## config.mk

```make
export PLATFORM = sky130hd
export DESIGN_NAME = multipath_route_path_table
export DESIGN_NICKNAME = d
export VERILOG_FILES = /design/src/rtl/mrpt_pkg.sv /design/src/rtl/mrpt_scan.sv /design/src/rtl/multipath_route_path_table.sv
export SDC_FILE = /design/constraint.sdc
export NUM_CORES = 2
export LEC_CHECK = 0
export BUFFER_PORTS_ARGS = -buffer_cell sky130_fd_sc_hd__clkbuf_2
export CORE_ASPECT_RATIO = 0.9
export CORE_MARGIN = 4
export CORE_UTILIZATION = 59
export CTS_CLUSTER_SIZE = 16
export DETAILED_ROUTE_END_ITERATION = 8
export PLACE_DENSITY = 0.84
export REMOVE_ABC_BUFFERS = 1
export SYNTH_ARGS = -nofsm -noshare
export SYNTH_HDL_FRONTEND = slang
export SYNTH_HIERARCHICAL = 1
export SYNTH_SLANG_ARGS = --single-unit
```

## constraint.sdc

```tcl
create_clock -name clk -period 19.81 [get_ports clk]
set_clock_uncertainty 0.05 [all_clocks]
set_input_delay 0.9905 -clock clk [delete_from_list [all_inputs] [get_ports clk]]
set_output_delay 0.9905 -clock clk [all_outputs]
set_load 0.02 [all_outputs]
```

## src/rtl/mrpt_pkg.sv

```systemverilog
`default_nettype none
package mrpt_pkg;
	typedef enum logic [3:0] {
		K_APPEND = 4'd0, K_FIND_NEXT = 4'd1, K_FIND_PAIR = 4'd2, K_DISJOINT = 4'd3,
		K_FIND_LAST = 4'd4, K_DEL_NEXT = 4'd5, K_CLEAR = 4'd6, K_DEL_LONGEST = 4'd7,
		K_PURGE = 4'd8, K_FIRST = 4'd9, K_MIN_HOP = 4'd10
	} kind_t;
	localparam logic [1:0] ST_OK = 2'd0;
	localparam logic [1:0] ST_MISS = 2'd1;
	localparam logic [1:0] ST_FULL = 2'd2;
	localparam logic [15:0] HOP_CEIL = 16'hffff;

	typedef struct packed {
		logic [31:0] next_hop;
		logic [31:0] last_hop;
		logic [15:0] hops;
		logic [31:0] expiry;
		logic [15:0] fwd_trust;
		logic [15:0] rev_trust;
	} path_t;
endpackage
`default_nettype wire

```

## src/rtl/mrpt_scan.sv

```systemverilog
`default_nettype none
// shared compare unit: judges one slot per cycle against the item
module mrpt_scan
	import mrpt_pkg::*;
(
	input  wire logic [3:0]  kind,
	input  wire path_t       slot,
	input  wire logic [31:0] next_hop,
	input  wire logic [31:0] last_hop,
	input  wire logic [31:0] now_tick,
	input  wire logic [15:0] best,
	output logic             match,
	output logic             better,
	output logic             expired
);
	always_comb begin
		match = 1'b0;
		case (kind)
			K_FIND_NEXT, K_DEL_NEXT: match = slot.next_hop == next_hop;
			K_FIND_PAIR: match = slot.next_hop == next_hop && slot.last_hop == last_hop;
			K_DISJOINT:  match = slot.next_hop == next_hop || slot.last_hop == last_hop;
			K_FIND_LAST: match = slot.last_hop == last_hop;
			default:     match = 1'b0;
		endcase
		better = (kind == K_DEL_LONGEST) ? (slot.hops > best) : (slot.hops < best);
		expired = slot.expiry < now_tick;
	end
endmodule
`default_nettype wire

```

## src/rtl/multipath_route_path_table.sv

```systemverilog
`default_nettype none
// Path table for one destination, up to MAX_PATHS entries kept packed in insertion order.
// One compare unit walks one slot per cycle, and that sets the time an item takes. A search
// ends at the first match or after the last held entry. A removal then shifts the later
// entries up, slot by slot from the removed one to the end. Purge rescans the same slot
// after each removal. Every item ends with a summary walk over the held entries (counted
// after the item), then the result register is loaded. Append, clear, first and unused kinds
// go straight to the summary walk. in_ready is low while an item is worked.
// A finished result waits in its own register, so the next item can be accepted and worked
// meanwhile; that item then holds in its output state until the earlier result is taken.
module multipath_route_path_table
	import mrpt_pkg::*;
#(
	parameter int MAX_PATHS = 8
) (
	input  wire logic        clk,
	input  wire logic        arst_n,
	input  wire logic        cfg_we,
	input  wire logic [15:0] cfg_wdata,
	input  wire logic        in_valid,
	output logic             in_ready,
	input  wire logic [3:0]  kind,
	input  wire logic [31:0] next_hop,
	input  wire logic [31:0] last_hop,
	input  wire logic [15:0] hop_count,
	input  wire logic [31:0] expire_tick,
	input  wire logic [31:0] now_tick,
	input  wire logic [15:0] fwd_trust,
	input  wire logic [15:0] rev_trust,
	output logic             out_valid,
	input  wire logic        out_ready,
	output logic [1:0]       status,
	output logic [31:0]      hit_next_hop,
	output logic [31:0]      hit_last_hop,
	output logic [15:0]      hit_hop_count,
	output logic [31:0]      hit_expire,
	output logic [15:0]      hit_fwd_trust,
	output logic [15:0]      hit_rev_trust,
	output logic [3:0]       path_total,
	output logic [15:0]      least_hops,
	output logic [15:0]      most_hops,
	output logic [31:0]      latest_expiry
);
	localparam int IW = (MAX_PATHS > 1) ? $clog2(MAX_PATHS) : 1;
	localparam int CW = $clog2(MAX_PATHS + 1);

	typedef enum logic [2:0] {S_IDLE, S_SCAN, S_SHIFT, S_SUM, S_OUT} state_t;

	state_t       state_q;
	path_t        mem_q [MAX_PATHS];
	logic [CW-1:0] held_q;
	logic [CW-1:0] idx_q;
	logic [IW-1:0] sel_q;
	logic         found_q;
	logic [15:0]  best_q;
	logic [15:0]  inf_q;
	logic [3:0]   kind_q;
	logic [31:0]  nh_q, lh_q, now_q;
	logic [1:0]   st_q;
	path_t        hit_q;
	logic [15:0]  lo_q, hi_q;
	logic [31:0]  late_q;
	path_t        res_hit_q;
	logic [3:0]   res_total_q;
	logic [15:0]  res_lo_q, res_hi_q;
	logic [31:0]  res_late_q;
	logic         cur_match, cur_better, cur_expired;
	path_t        cur;
	path_t        nxt;
	logic [IW-1:0] ia;

	assign ia = idx_q[IW-1:0];
	assign cur = mem_q[ia];
	assign nxt = (ia == IW'(MAX_PATHS - 1)) ? cur : mem_q[ia + IW'(1)];

	mrpt_scan u_scan (
		.kind(kind_q), .slot(cur), .next_hop(nh_q), .last_hop(lh_q),
		.now_tick(now_q), .best(best_q),
		.match(cur_match), .better(cur_better), .expired(cur_expired)
	);

	assign in_ready = state_q == S_IDLE;

	always_ff @(posedge clk) begin
		if (state_q == S_IDLE && in_valid && in_ready && kind == K_APPEND
			&& held_q < CW'(MAX_PATHS)) begin
			mem_q[held_q[IW-1:0]] <= '{next_hop, last_hop, hop_count, expire_tick,
				fwd_trust, rev_trust};
		end else if (state_q == S_SHIFT && idx_q + CW'(1) < held_q) begin
			mem_q[ia] <= nxt;
		end
	end

	always_ff @(posedge clk or negedge arst_n) begin
		if (!arst_n) begin
			state_q <= S_IDLE;
			held_q <= '0;
			idx_q <= '0;
			sel_q <= '0;
			found_q <= 1'b0;
			best_q <= '0;
			inf_q <= 16'd255;
			kind_q <= '0;
			nh_q <= '0;
			lh_q <= '0;
			now_q <= '0;
			st_q <= ST_MISS;
			hit_q <= '0;
			lo_q <= '0;
			hi_q <= '0;
			late_q <= '0;
			res_hit_q <= '0;
			res_total_q <= '0;
			res_lo_q <= '0;
			res_hi_q <= '0;
			res_late_q <= '0;
			out_valid <= 1'b0;
			status <= ST_MISS;
		end else begin
			if (cfg_we) inf_q <= cfg_wdata;
			if (state_q == S_OUT && (!out_valid || out_ready)) out_valid <= 1'b1;
			else if (out_ready) out_valid <= 1'b0;
			case (state_q)
				S_IDLE: begin
					if (in_valid && in_ready) begin
						kind_q <= kind;
						nh_q <= next_hop;
						lh_q <= last_hop;
						now_q <= now_tick;
						idx_q <= '0;
						found_q <= 1'b0;
						hit_q <= '0;
						st_q <= ST_MISS;
						best_q <= (kind == K_DEL_LONGEST) ? 16'd0 : HOP_CEIL;
						state_q <= S_SCAN;
						case (kind)
							K_APPEND: begin
								if (held_q < CW'(MAX_PATHS)) begin
									held_q <= held_q + CW'(1);
									hit_q <= '{next_hop, last_hop, hop_count, expire_tick,
										fwd_trust, rev_trust};
									st_q <= ST_OK;
								end else begin
									st_q <= ST_FULL;
								end
								state_q <= S_SUM;
							end
							K_CLEAR: begin
								held_q <= '0;
								st_q <= ST_OK;
								state_q <= S_SUM;
							end
							K_PURGE: st_q <= ST_OK;
							K_FIRST: begin
								if (held_q != '0) begin
									hit_q <= mem_q[0];
									st_q <= ST_OK;
								end
								state_q <= S_SUM;
							end
							K_FIND_NEXT, K_FIND_PAIR, K_DISJOINT, K_FIND_LAST, K_DEL_NEXT,
							K_DEL_LONGEST, K_MIN_HOP: ;
							default: state_q <= S_SUM;
						endcase
						if (kind == K_DISJOINT) st_q <= ST_OK;
					end
				end
				S_SCAN: begin
					if (idx_q >= held_q) begin
						if (found_q && (kind_q == K_DEL_NEXT || kind_q == K_DEL_LONGEST)) begin
							idx_q <= CW'(sel_q);
							state_q <= S_SHIFT;
						end else begin
							idx_q <= '0;
							state_q <= S_SUM;
						end
					end else begin
						case (kind_q)
							K_PURGE: begin
								if (cur_expired) state_q <= S_SHIFT;
								else idx_q <= idx_q + CW'(1);
								sel_q <= ia;
							end
							K_DEL_LONGEST, K_MIN_HOP: begin
								if (cur_better) begin
									best_q <= cur.hops;
									sel_q <= ia;
									found_q <= 1'b1;
									hit_q <= cur;
									st_q <= ST_OK;
								end
								idx_q <= idx_q + CW'(1);
							end
							default: begin
								if (cur_match) begin
									found_q <= 1'b1;
									sel_q <= ia;
									hit_q <= cur;
									st_q <= (kind_q == K_DISJOINT) ? ST_MISS : ST_OK;
									idx_q <= held_q;
								end else begin
									idx_q <= idx_q + CW'(1);
								end
							end
						endcase
					end
				end
				S_SHIFT: begin
					if (idx_q + CW'(1) < held_q) begin
						idx_q <= idx_q + CW'(1);
					end else begin
						held_q <= held_q - CW'(1);
						if (kind_q == K_PURGE) begin
							state_q <= S_SCAN;
						end else begin
							state_q <= S_SUM;
						end
						idx_q <= (kind_q == K_PURGE) ? CW'(sel_q) : '0;
					end
				end
				S_SUM: begin
					// summary walk, one slot per cycle
					if (idx_q == '0) begin
						lo_q <= inf_q;
						hi_q <= '0;
						late_q <= '0;
						if (held_q == '0) state_q <= S_OUT;
						else idx_q <= idx_q + CW'(1);
					end else begin
						if (mem_q[IW'(idx_q - CW'(1))].hops < lo_q)
							lo_q <= mem_q[IW'(idx_q - CW'(1))].hops;
						if (mem_q[IW'(idx_q - CW'(1))].hops > hi_q)
							hi_q <= mem_q[IW'(idx_q - CW'(1))].hops;
						if (mem_q[IW'(idx_q - CW'(1))].expiry > late_q)
							late_q <= mem_q[IW'(idx_q - CW'(1))].expiry;
						if (idx_q == held_q) state_q <= S_OUT;
						else idx_q <= idx_q + CW'(1);
					end
				end
				S_OUT: begin
					if (!out_valid || out_ready) begin
						status <= st_q;
						res_hit_q <= hit_q;
						res_total_q <= 4'(held_q);
						res_lo_q <= lo_q;
						res_hi_q <= (hi_q == '0) ? inf_q : hi_q;
						res_late_q <= late_q;
						idx_q <= '0;
						state_q <= S_IDLE;
					end
				end
				default: state_q <= S_IDLE;
			endcase
		end
	end

	assign hit_next_hop = res_hit_q.next_hop;
	assign hit_last_hop = res_hit_q.last_hop;
	assign hit_hop_count = res_hit_q.hops;
	assign hit_expire = res_hit_q.expiry;
	assign hit_fwd_trust = res_hit_q.fwd_trust;
	assign hit_rev_trust = res_hit_q.rev_trust;
	assign path_total = res_total_q;
	assign least_hops = res_lo_q;
	assign most_hops = res_hi_q;
	assign latest_expiry = res_late_q;
endmodule
`default_nettype wire

```

# Word-level counts from Yosys, hierarchy flattened
# Memory sizes are Yosys's and may differ from the RTL's.
# Index checks and enable logic that the tools add are counted.
[classes]
n_addsub = 5
eq_ne = 45
muxes = 86
multipliers = 0
reduce_logical = 42
shifts = 0
bitwise_logic = 1
div = 0
order_cmp = 9
[op_table]
columns = ["op", "count"]
rows = [
  ["$mux 144", 8],
  ["$pmux 144 s2", 3],
  ["$mux 16", 10],
  ["$reduce_or 144->1", 1],
  ["$eq 32x32->1", 2],
  ["$mux 32", 2],
  ["$mux 4", 12],
  ["$mux 3", 14],
  ["$gt 16x16->1", 2],
  ["$gt 32x32->1", 1],
  ["$lt 16x16->1", 2],
  ["$lt 32x32->1", 1],
  ["$pmux 16 s2", 1],
  ["$eq 4x3->1 const B", 7],
  ["$ne 3x3->1 const B", 8],
  ["$pmux 4 s2", 3],
  ["$eq 4x4->1 const B", 5],
  ["$pmux 4 s5", 1],
  ["$eq 4x2->1 const B", 4],
  ["$logic_not 16->1", 1],
  ["$mux 1", 16],
  ["$mux 2", 8],
  ["$pmux 3 s5", 1],
  ["$logic_not 4->1", 3],
  ["other kinds (38)", 72],
]
[totals]
register_bits = 572
romBits = 0
n_memories = 1
out_inout_bits = 216
ramBits = 1152
word_cells = 222
latchBits = 0
[mem_list]
columns = ["memory", "words", "width", "rd", "rd_ports_with_merged_regs", "write_ports", "line", "text"]
rows = [
  ["mem_q", 8, 144, 4, 0, 1, "multipath_route_path_table.sv:50", "path_t mem_q [MAX_PATHS];"],
]

# Logic depth before layout (Yosys ltp)
[depth]
ltp_word = 9
depth_mapped = 21

# Cells and area by module
# Netlist, hierarchy kept.
[modules_own_cells]
columns = ["mod", "area_each_um2", "cells_each", "seq_area_each_um2", "instances"]
rows = [
  ["multipath_route_path_table", 82332.7, 5699, 48919.4, 1],
  ["mrpt_scan", 1958.1, 255, 0.0, 1],
]

# Worst setup path before layout
# No wires, ideal clock.
[synth_timing]
path_kind = "register -> register"
startpoint = "register idx_q[0]"
endpoint = "memory mem_q[2][0] in the netlist's numbering, enable pin"
path_buffers = 8
setup_time_ns = 0.650
path_slack_ns = 9.661
stages_incl_launch_ff = 18
required_ns = 19.110
period_less_slack_ns = 10.149
arrival_ns = 9.449
cell_sequence = "dfrtp_1 > buf_2 > buf_4 > buf_2 > buf_2 > buf_2 > inv_1 > ha_1 > ha_1 > nor2b_1 > o211ai_1 > nand3_1 > buf_2 > clkbuf_1 > clkbuf_1 > nor3_1 > a31oi_1 > nor2_1"
[synth_via]
elab_chain_len = 8
[synth_rtl]
columns = ["item", "line", "text"]
rows = [
  ["start, declared", "multipath_route_path_table.sv:52", "logic [CW-1:0] idx_q;"],
  ["start signal, assigned", "multipath_route_path_table.sv:171", "idx_q <= CW'(sel_q);"],
  ["start signal, assigned", "multipath_route_path_table.sv:181", "else idx_q <= idx_q + CW'(1);"],
  ["start signal, assigned", "multipath_route_path_table.sv:192", "idx_q <= idx_q + CW'(1);"],
  ["$add 4x1->4", "multipath_route_path_table.sv:89", "end else if (state_q == S_SHIFT && idx_q + CW'(1) < held_q) begin"],
  ["$lt 4x4->1", "multipath_route_path_table.sv:89", ""],
  ["$logic_and 1x1->1", "multipath_route_path_table.sv:89", ""],
  ["$mux 1", "multipath_route_path_table.sv:89", ""],
  ["$mux 1", "multipath_route_path_table.sv:85", "if (state_q == S_IDLE && in_valid && in_ready && kind == K_APPEND"],
  ["$mux 1 (implied by the code)", "multipath_route_path_table.sv:90", "mem_q[ia] <= nxt;"],
  ["$reduce_or 144->1 (no line)", "-", ""],
  ["$mux 3 (no line) or $mux 1 (tied branches)", "-", ""],
  ["end, declared", "multipath_route_path_table.sv:50", ""],
]
# Several ways; a longest one is shown, not always the timed one.

==> metrics <==
NumNets Final=6527; Final Critical Period=8.608 ns; Final Util=0.6621; final hold vios=0; Critical Path, Cell by Cell=buf_4, buf_4, buf_12, mux4_2, mux2_2, xnor2_1, nand4_1, nor4_1, nand4_1, a21oi_1, o31a_1, a21boi_0, o21ai_0, nand2_4, buf_4, buf_4, mux2_2; Yosys reg bits=1724; RePlAce Congestion=0.8749; Setup CP Type=reg -> reg; vias in the first global route=57184; post-route cell area=93870 µm²; Starting Density=0.5945; R2R cell count=17; Clk pin slew, worst setup/hold paths=0.06 ns; final setup fails=0; GRT Overall Usage=0.3104; Layout area overhead=11.36%; # Max-Cap Violations=0; Vert. Die Dim=366.6 µm; Reg-to-Reg End=hit_q[13]; cts hold-fix bufs=0; DR DRC count=0; met2 usage=0.4812; CTS H-Tree Depth=4; Max FO, Critical Path=148; die width=406.4 µm; First-pass DRT Iterations=6; CP arrival=9.24 ns; Vias/cell=6.773; number of synthesis warnings=6; clock root cell=clkbuf_16; Worst EP required=20.44 ns; largest net degree at the start of global routing=177; number of synthesized flops with an enable pin=1152; top achievable clock speed=0.1162 GHz; slew of the pin with the lowest slew margin=1.251 ns; Iter 0 DRT Violations=7245; Final period util=0.4345; Setup TNS Final=0 ns; GRT overflow=0; CP dominant cell by count=buf_4; initial antenna violation count=34; predominant post-synthesis flop cell=edfxtp_1; Rows=131; hpwl dp=134.9 mm; Pwr Density=156.6 nW/µm²; CTS tree=yes; clk_lat worst skew=0.83 ns; Avg Cell Area, Syn=14.16 µm²; final slew viol count=0; commonest non-fill, non-tap cells in the layout=1152 x edfxtp_1, 844 x nand2_1, 561 x mux4_2; grt met3 use=0.08492; GR peak layer=met2; port buffer count=416; routed wire length=231.0 mm; register area share after synthesis=0.5804; PostCTS Resize Cnt=0; status=complete, no violations; Worst setup SP type=register; Overall Power=0.01470 W; Worst setup startpoint=idx_q[0]; Setup crit end kind=register; crit-path max cell delay=1.02 ns; relative slew slack=0.1662; Min-Delay Path Class=in -> async; CTS Buf Count=172; Slowest-stage cell, CP=dfrtp_4; RSZ-0062 raised after global routing=false; post-synthesis cell area=84290 µm²; Worst VDD drop=0.1163 mV; placed cell area=87920 µm²; Leak=35.71 nW; worst reg2reg startpoint=idx_q[0]; ANT nets after route=0; WL/cell=28.03 µm; Die Footprint=149000 µm²; Post-Synthesis Cells=5954; met1 Usage GRT=0.4198; global-route wire length before repair=351.3 mm; number of distinct library cells after synthesis=73; core area=141800 µm²; via count=55825; Post-CTS Setup Inserts=0; proportion of layout cells with a drive suffix above 1=0.2886; Buf/Inv on CP=5; Largest delay share family, worst path=buffers and inverters; IO Pins=417; R2R Setup Slk=11.20 ns; Max Root-Sink Buffers=3; clock tree sinks=1724; most common cell after layout, fill and taps aside=edfxtp_1; Filler Cells Inserted=9538; hold_ws=0.1933 ns; Post-synth ARST share=0.3318
[cell families (layout without fill, tap and decap cells)]
family / Yosys count / after routing / synth area share
flops: 1724 / 1724 / 0.5804
simple gates: 1322 / 1322 / 0.06337
mux: 1244 / 1244 / 0.2378
compound gates: 888 / 888 / 0.06515
buf+inv: 585 / 983 / 0.02782
fa+ha+maj: 123 / 123 / 0.01826
xor+xnor: 68 / 68 / 0.007288
other cells: 0 / 28 / 0
[registers in the layout, indices dropped and copies added (netlist names), 16 cells and up]
name and cells:
hit_hop_count 16, mem_q 1152, lh_q 32, nh_q 32, hit_rev_trust 16, lo_q 16, least_hops 16, hi_q 16
best_q 16, hit_last_hop 32, hit_next_hop 32, now_q 32, most_hops 16, latest_expiry 32, late_q 32, hit_q 144
hit_fwd_trust 16, hit_expire 32, inf_q 16
[area by class of cell]
class | instances | area, µm² | area share
repair buffers | 498 | 2820 | 0.03004
well taps | 1862 | 2330 | 0.02482
flip-flops and latches | 1724 | 48930 | 0.5213
inverters | 162 | 613.1 | 0.006531
multi-input cells | 3645 | 33230 | 0.3540
clock buffers | 218 | 4776 | 0.05088
diodes | 28 | 70.07 | 0.0007464
clock inverters | 105 | 1104 | 0.01176
[cells in the mapped netlist (all sizes together), types with 5 or more instances]
library cell | count | share of area
and2 | 6 | 0.00045
o21ai | 277 | 0.016
mux4 | 561 | 0.15
a31oi | 6 | 0.00045
ha | 123 | 0.018
and4 | 8 | 0.00083
mux2 | 455 | 0.061
nand2 | 846 | 0.038
a32o | 16 | 0.0019
inv | 162 | 0.0072
o211ai | 7 | 0.00062
o221ai | 5 | 0.00052
o21a | 5 | 0.00045
dfrtp | 562 | 0.17
a21oi | 318 | 0.019
clkbuf | 275 | 0.012
nor4 | 12 | 0.0011
a22o | 6 | 0.00062
nor3 | 13 | 0.00077
o2bb2ai | 33 | 0.0034
nor3b | 8 | 0.00077
a221oi | 130 | 0.014
buf | 148 | 0.0084
dfstp | 10 | 0.0031
nand3 | 26 | 0.0015
a21o | 29 | 0.0026
a22oi | 17 | 0.0015
and3 | 5 | 0.00037
nand4 | 36 | 0.0027
a211oi | 9 | 0.00080
mux2i | 228 | 0.027
edfxtp | 1152 | 0.41
nand2b | 10 | 0.00074
xnor2 | 67 | 0.0072
nor2 | 334 | 0.015
nor2b | 8 | 0.00059
[worst max-delay path by stage]
stage                        to  slack (ns)  depth (start not counted)
global route          hit_q[88]       10.72                         17
detailed placement    hit_q[34]       11.21                         17
CTS                    hit_q[7]       11.18                         17
floorplan           mem_q[0][0]      -24.24                          7
finish                hit_q[13]       11.20                         17
global placement      hit_q[13]       11.45                         17
[per-stage QoR]
stage / setup WS [ns] / std cells
2_1_floorplan: -24.24 / 5531
3_3_place_gp: 11.45 / 7891
3_5_place_dp: 11.21 / 7891
4_1_cts: 11.18 / 8214
5_1_grt: 10.72 / 8229
6_report: 11.20 / 8242
[routing by layer]
| layer | share of wire | vias up | wire, µm |
|---|---|---|---|
| li1 | - | 23330 | - |
| met1 | 0.37 | 28151 | 84480 |
| met2 | 0.47 | 3750 | 108000 |
| met3 | 0.13 | 582 | 28950 |
| met4 | 0.041 | 12 | 9449 |
| met5 | 0.00044 | - | 102 |
[where the power goes]
group          switching [W]  internal (W)  total [W]
combinational        0.00360       0.00249    0.00609
sequential          0.000407       0.00483    0.00523
clock                0.00144       0.00194    0.00338
total                0.00544       0.00926     0.0147
Note: power is estimated with default switching activity, not from simulation.
